File: src/dls_pkg.sv
// Shared types and constants for the base-10000 limb short divider.
package dls_pkg;

    localparam int LIMB_W    = 14;
    localparam int PART_W    = 2 * LIMB_W;
    localparam int DIV_STEPS = PART_W / 2;
    localparam int CNT_W     = $clog2(DIV_STEPS);
    localparam int PADDR_W   = 3;

    localparam logic [LIMB_W-1:0]  LIMB_BASE   = LIMB_W'(10000);
    localparam logic [LIMB_W-1:0]  LIMB_ONES   = '1;
    localparam logic [LIMB_W-1:0]  DIVISOR_RST = LIMB_W'(1);
    localparam logic [PADDR_W-1:0] ADDR_DIVISOR = PADDR_W'(0);

    typedef enum logic [4:0] {
        S_IDLE = 5'b00001,
        S_MUL  = 5'b00010,
        S_ADD  = 5'b00100,
        S_DIV  = 5'b01000,
        S_DONE = 5'b10000
    } t_state;

    typedef struct packed {
        logic [LIMB_W-1:0] acc;
        logic [1:0]        qbits;
    } t_step_res;

endpackage

File: src/dls_step2.sv
// Two restoring-division steps: shift in two dividend bits, trial-subtract twice.
module dls_step2 (
    input  logic [dls_pkg::LIMB_W-1:0] i_acc,
    input  logic [1:0]                 i_bits,
    input  logic [dls_pkg::LIMB_W-1:0] i_divisor,
    output dls_pkg::t_step_res         o_res
);
    import dls_pkg::*;

    logic [LIMB_W:0]   w_t1;
    logic [LIMB_W:0]   w_t2;
    logic [LIMB_W:0]   w_d;
    logic [LIMB_W-1:0] w_a1;
    logic              w_q1;
    logic              w_q2;

    assign w_d  = {1'b0, i_divisor};
    assign w_t1 = {i_acc, i_bits[1]};
    assign w_q1 = (w_t1 >= w_d);
    // remainder stays below the divisor, so the low bits hold it
    assign w_a1 = w_q1 ? LIMB_W'(w_t1 - w_d) : w_t1[LIMB_W-1:0];

    assign w_t2 = {w_a1, i_bits[0]};
    assign w_q2 = (w_t2 >= w_d);

    always_comb begin
        o_res.qbits = {w_q1, w_q2};
        o_res.acc   = w_q2 ? LIMB_W'(w_t2 - w_d) : w_t2[LIMB_W-1:0];
    end

endmodule

File: src/decimal_limb_short_division.sv
// Top level of the base-10000 limb short divider with its APB divisor register.
// Divides a multi-limb base-10000 number, fed most significant limb first, by the
// divisor register (byte address 0, reset value 1). Each accepted word forms
// limb + remainder * 10000 and delivers the floor quotient limb (saturated at
// 16383), the running remainder, and the final flag; after a final limb the carried
// remainder is cleared so the next number starts from zero. A divisor of zero gives
// an all-ones quotient and a zero remainder. One word occupies the block from
// acceptance to the result register: S_MUL for the 14x14 multiply by 10000, S_ADD
// for the limb add, S_DIV in the shared two-bit restoring step unit (28 quotient
// bits), and S_DONE to load the result. o_in_stall is high for the whole of that
// time, so the next word is taken in the cycle after the load. The result
// register lets the next word be accepted while a finished result still waits
// on i_out_stall. Write the divisor only while idle.
module decimal_limb_short_division (
    input  logic                          i_clk,
    input  logic                          i_rst_n,
    input  logic                          i_in_valid,
    output logic                          o_in_stall,
    input  logic [dls_pkg::LIMB_W-1:0]    i_digit_limb,
    input  logic                          i_final_limb,
    output logic                          o_out_valid,
    input  logic                          i_out_stall,
    output logic [dls_pkg::LIMB_W-1:0]    o_quotient_limb,
    output logic [dls_pkg::LIMB_W-1:0]    o_running_remainder,
    output logic                          o_final_result,
    input  logic                          psel,
    input  logic                          penable,
    input  logic                          pwrite,
    input  logic [dls_pkg::PADDR_W-1:0]   paddr,
    input  logic [31:0]                   pwdata,
    output logic [31:0]                   prdata,
    output logic                          pready
);
    import dls_pkg::*;

    t_state              r_state;
    t_state              n_state;
    logic [LIMB_W-1:0]   r_divisor;
    logic [LIMB_W-1:0]   r_dvs;      // divisor held for the word in flight
    logic [LIMB_W-1:0]   r_rem;      // remainder carried to the next limb
    logic [LIMB_W-1:0]   r_limb;
    logic                r_last;
    logic [PART_W-1:0]   r_num;      // partial value, shifting into the quotient
    logic [LIMB_W-1:0]   r_acc;
    logic [CNT_W-1:0]    r_cnt;
    logic                r_out_valid;
    logic [LIMB_W-1:0]   r_quo_out;
    logic [LIMB_W-1:0]   r_rem_out;
    logic                r_fin_out;

    logic                w_in_acc;
    logic                w_out_free;
    logic                w_cfg_wr;
    logic [PART_W-1:0]   w_prod;
    t_step_res           w_step;
    logic [LIMB_W-1:0]   w_quo;
    logic [LIMB_W-1:0]   w_rem;

    assign pready     = 1'b1;
    assign w_cfg_wr   = psel && penable && pwrite && pready && (paddr == ADDR_DIVISOR);
    assign prdata     = (paddr == ADDR_DIVISOR) ? {{(32-LIMB_W){1'b0}}, r_divisor} : '0;

    assign o_in_stall = (r_state != S_IDLE);
    assign w_in_acc   = i_in_valid && !o_in_stall;
    assign w_out_free = !r_out_valid || !i_out_stall;

    assign w_prod     = r_rem * LIMB_BASE;

    dls_step2 u_step (
        .i_acc     (r_acc),
        .i_bits    (r_num[PART_W-1 -: 2]),
        .i_divisor (r_dvs),
        .o_res     (w_step)
    );

    // saturate the quotient; a zero divisor forces all ones and a zero remainder
    always_comb begin
        if (r_dvs == '0) begin
            w_quo = LIMB_ONES;
            w_rem = '0;
        end else begin
            w_quo = (|r_num[PART_W-1:LIMB_W]) ? LIMB_ONES : r_num[LIMB_W-1:0];
            w_rem = r_acc;
        end
    end

    always_comb begin
        n_state = r_state;
        case (r_state)
            S_IDLE:  if (w_in_acc) n_state = S_MUL;
            S_MUL:   n_state = S_ADD;
            S_ADD:   n_state = S_DIV;
            S_DIV:   if (r_cnt == CNT_W'(DIV_STEPS - 1)) n_state = S_DONE;
            S_DONE:  if (w_out_free) n_state = S_IDLE;
            default: n_state = S_IDLE;
        endcase
    end

    always_ff @(posedge i_clk) begin
        if (!i_rst_n) begin
            r_state     <= S_IDLE;
            r_divisor   <= DIVISOR_RST;
            r_rem       <= '0;
            r_cnt       <= '0;
            r_out_valid <= 1'b0;
        end else begin
            r_state <= n_state;
            if (w_cfg_wr) begin
                r_divisor <= pwdata[LIMB_W-1:0];
            end
            // raise valid on a fresh load, drop it once the word is taken
            if (r_state == S_DONE && w_out_free) begin
                r_out_valid <= 1'b1;
            end else if (r_out_valid && !i_out_stall) begin
                r_out_valid <= 1'b0;
            end
            case (r_state)
                S_DIV: begin
                    r_cnt <= (r_cnt == CNT_W'(DIV_STEPS - 1)) ? '0 : r_cnt + CNT_W'(1);
                end
                S_DONE: begin
                    if (w_out_free) begin
                        r_rem <= r_last ? '0 : w_rem;
                    end
                end
                default: begin
                    r_cnt <= '0;
                end
            endcase
        end
    end

    // datapath: hold the word, multiply, add the limb, then iterate
    always_ff @(posedge i_clk) begin
        case (r_state)
            S_IDLE: begin
                if (w_in_acc) begin
                    r_limb <= i_digit_limb;
                    r_last <= i_final_limb;
                    r_dvs  <= r_divisor;
                end
            end
            S_MUL: begin
                r_num <= w_prod;
            end
            S_ADD: begin
                r_num <= r_num + PART_W'(r_limb);
                r_acc <= '0;
            end
            S_DIV: begin
                r_num <= {r_num[PART_W-3:0], w_step.qbits};
                r_acc <= w_step.acc;
            end
            S_DONE: begin
                if (w_out_free) begin
                    r_quo_out <= w_quo;
                    r_rem_out <= w_rem;
                    r_fin_out <= r_last;
                end
            end
            default: begin
                r_acc <= r_acc;
            end
        endcase
    end

    assign o_out_valid         = r_out_valid;
    assign o_quotient_limb     = r_quo_out;
    assign o_running_remainder = r_rem_out;
    assign o_final_result      = r_fin_out;

    a_accept_starts: assert property (@(posedge i_clk) disable iff (!i_rst_n)
        w_in_acc |=> (r_state == S_MUL))
        else $error("accepted word did not start the multiply");

    a_rem_below_div: assert property (@(posedge i_clk) disable iff (!i_rst_n)
        (r_state == S_DIV) |-> (r_acc < r_dvs) || (r_dvs == '0))
        else $error("partial remainder not below divisor");

    a_final_clears: assert property (@(posedge i_clk) disable iff (!i_rst_n)
        (r_state == S_DONE && w_out_free && r_last) |=> (r_rem == '0) && o_out_valid)
        else $error("carried remainder not cleared after final limb");

    a_cnt_idle: assert property (@(posedge i_clk) disable iff (!i_rst_n)
        (r_state == S_IDLE) |-> (r_cnt == '0))
        else $error("step counter not cleared when idle");

endmodule

File: config.mk
export PLATFORM = sky130hd
export DESIGN_NAME = decimal_limb_short_division
export DESIGN_NICKNAME = d
export VERILOG_FILES = /design/src/dls_pkg.sv /design/src/dls_step2.sv /design/src/decimal_limb_short_division.sv
export SDC_FILE = /design/constraint.sdc
export NUM_CORES = 1
export LEC_CHECK = 0
export BUFFER_PORTS_ARGS = -buffer_cell sky130_fd_sc_hd__buf_2
export CORE_MARGIN = 2
export CORE_UTILIZATION = 55
export DETAILED_ROUTE_END_ITERATION = 12
export PLACE_DENSITY = 0.88
export SLEW_MARGIN = 40
export SYNTH_ARGS = -nofsm -noshare
export SYNTH_HDL_FRONTEND = slang
export SYNTH_SLANG_ARGS = --single-unit
File: constraint.sdc
create_clock -name i_clk -period 7.8 [get_ports i_clk]
set_input_delay 1.56 -clock i_clk [delete_from_list [all_inputs] [get_ports i_clk]]
set_output_delay 1.56 -clock i_clk [all_outputs]
set_load 0.005 [all_outputs]
==> results.toml <==
[clock_tree]
postCtsSetupBuffers = 0
numCtsBuffers = 17
cts_tree = "built"
cts.sinks = 138
cts.reportedPaths.clkPinSlew_ps = 50
htreeDepth = 4
cts.repair.resized = 0
cts_root_buf = "clkbuf_16"
cts_hold_buf = 0
clockBufferDepth = 2
insertion_delay_ps = 430

[logic_synthesis]
yosysWarnings = 0
yosys_most_used_dff = "edfxtp_1"
ys_seq_elements = 138
ys_seq_area_frac = 0.375
netlist_area_um2 = 10000
synth_edf_count = 100
synthArstFlopShare = 0
synthDominantCellAreaShare = 0.299
synth_area_leaders = "edfxtp_1 30%, ha_1 13%, dfxtp_1 7.6%"
syn_avg_cell_area_um2 = 9.94
netlist_instances = 1011
synth_top_area_cell = "edfxtp_1"
netlist-cell-type-count = 66

[critical_path]
reg2reg_from = "r_acc[4]"
path_max_fanout = 28
rr_worst_depth = 16
startpoint_type = "flop"
crit_path_start = "r_acc[4]"
worstSetupEndpointType = "flop"
critPathKind = "flop to flop"
arrival_ps = 5720
worstPathRequired_ps = 7980

[hold_path]
whs_path_depth = 0
hold_class = "flop to flop"
min_from = "r_divisor[0]"

[layout]
finalNetCount = 1288
area_growth_pct = 11.1
num_antenna_cells = 0
drive_gt1_frac = 0.130

[global_route]
overflow = 0
grt_pass1_vias = 7835
grt_util_all_layers = 0.237
grt_max_degree = 43
antenna_found_initial = 0
grt_pass1_wl_um = 37400

[power_and_ir_drop]
p_leak_uw = 0.00509
p_per_area_nw_per_um2 = 157
power.total_uw = 1750
vdd_drop_max_v = 0.000155

[routing]
ant_nets = 0
dr.pass1.iters = 6
drt_iter0_drc = 838
vias = 7897
drcViolationCount = 0
wl_per_cell_um = 16.8
viasPerCell = 5.92
routed_wl_um = 22400

[place]
gp_congestion = 0.930
place_hpwl_um = 16500
portBuffers = 83

[sta]
final_hold_viol_count = 0
tns_ps = 0
maxSlewViolCount = 0
relSlewSlack = 0.488
fmaxAchievable_ghz = 0.181
worst_pin_slew_ps = 767
rsz0062_at_grt = "false"
finalCritPeriodShare = 0.710
fin_skew_ps = 8.82
finalHoldWorstSlack_ps = 448
setup_violations = 0
period_needed_ps = 5540

[floorplan]
io_pins = 121
dieHeight_um = 139
core-area_um2 = 18000
start_util = 0.559
die_w_um = 139
die_area_um2 = 19400
rows = 49

[run_status]
status = "finished clean"

[flow_run]
cap_violations = 0
-- sequential cells by signal, indices dropped and copies added, names as in the netlist --
signal / flops
r_divisor: 14
r_last: 1
r_cnt: 4
r_rem: 14
r_limb: 14
r_state: 5
o_final_result: 1
o_quotient_limb: 14
o_running_remainder: 14
r_acc: 14
r_dvs: 14
o_out_valid: 1
r_num: 28
-- worst max-delay path: stages, from the launching register on --
cell and delay (ps):
edfxtp_1 490, ha_1 480, nand3_2 140, or3_4 410, o31ai_4 280, nand3b_1 550, mux2i_1 460, ha_1 320
nor2b_1 160, o31ai_1 470, a21oi_1 190, nand3_1 140, a31oi_1 160, a2111oi_4 350, buf_4 360, nor4b_1 120
a31o_1 210
-- placed cells by master, fill, tap and decap left out, types with 13 or more instances in the layout --
| cell type | count |
|---|---|
| nand3_1 | 23 |
| ha_1 | 108 |
| buf_2 | 83 |
| xnor2_1 | 28 |
| nand2b_1 | 19 |
| a211oi_1 | 13 |
| conb_1 | 19 |
| edfxtp_1 | 100 |
| nor2_1 | 64 |
| a22oi_1 | 33 |
| fa_1 | 32 |
| inv_1 | 112 |
| o21ai_0 | 41 |
| nand2_1 | 67 |
| and2_1 | 35 |
| clkbuf_16 | 18 |
| o31ai_1 | 15 |
| a21oi_1 | 53 |
| a21o_1 | 20 |
| dfxtp_1 | 38 |
| xor2_1 | 33 |
-- metal layers --
metal	vias up	track usage	part of all wire
met5	-	0	0
met1	3776	0.292	0.40
li1	3729	-	-
met3	59	0.0380	0.063
met2	333	0.408	0.50
met4	0	0.112	0.030
-- cells by family after synthesis --
kind of cell	count (synthesis)	synth area share
AO/OA/AOI/OAI	230	0.156
XOR/XNOR	61	0.0532
adder cells (fa/ha/maj)	140	0.198
buffers and inverters	159	0.0690
flip-flops	138	0.375
multiplexers	14	0.0152
other	2	0.000747
AND/OR/NAND/NOR	267	0.133
-- power by group --
group	switching, uW	internal, uW	leakage [uW]
clock	314	449	0.000286
sequential	11.7	800	0.00126
combinational	106	69.1	0.00355
-- cells in the mapped netlist, types with 3 or more instances --
cell type and count:
inv_1 113, ha_1 108, edfxtp_1 100, nand2_1 67, nor2_1 64, a21oi_1 53, o21ai_0 41, dfxtp_1 38
and2_1 35, a22oi_1 33, xor2_1 33, fa_1 32, xnor2_1 28, nand3_1 23, clkbuf_1 21, a21o_1 20
buf_4 19, nand2b_1 19, o31ai_1 15, a211oi_1 13, nor3_1 12, mux2_2 10, a31oi_1 8, nand4_1 7
and4_1 6, nor2b_1 6, nor4_1 6, o21a_1 6, o21bai_1 5, a211o_1 4, and3_1 4, mux2i_1 4
o211ai_1 4, a221o_1 3, buf_6 3, nor3b_1 3, or3_1 3
-- through the flow --
step	cells	worst slack (ps)	area (um^2)	util
after floorplan	1028	3080	10100	-
after global placement	1301	2540	10600	0.590
after detailed placement	1301	2370	10600	0.590
after CTS	1333	2340	11200	0.621
after global routing	1333	2010	11200	0.622
final	1333	2260	11200	0.622
-- path summary, 6_finish.rpt --
path	endpoint	slack, ps
hold reg to reg	r_dvs[0]	450
hold / removal	r_dvs[0]	450
setup / recovery	r_acc[9]	2260
setup reg to reg	r_acc[9]	2260
-- layout make-up --
class / instances / area [um^2]
clock buffer: 22 / 495
clock inverter: 10 / 63.8
fill: 1356 / 6790
inverter: 113 / 424
multi-input combinational: 731 / 5670
sequential: 138 / 3760
tap: 229 / 287
timing repair buffer: 90 / 468
No activity file was read; power rests on OpenSTA's default activity.
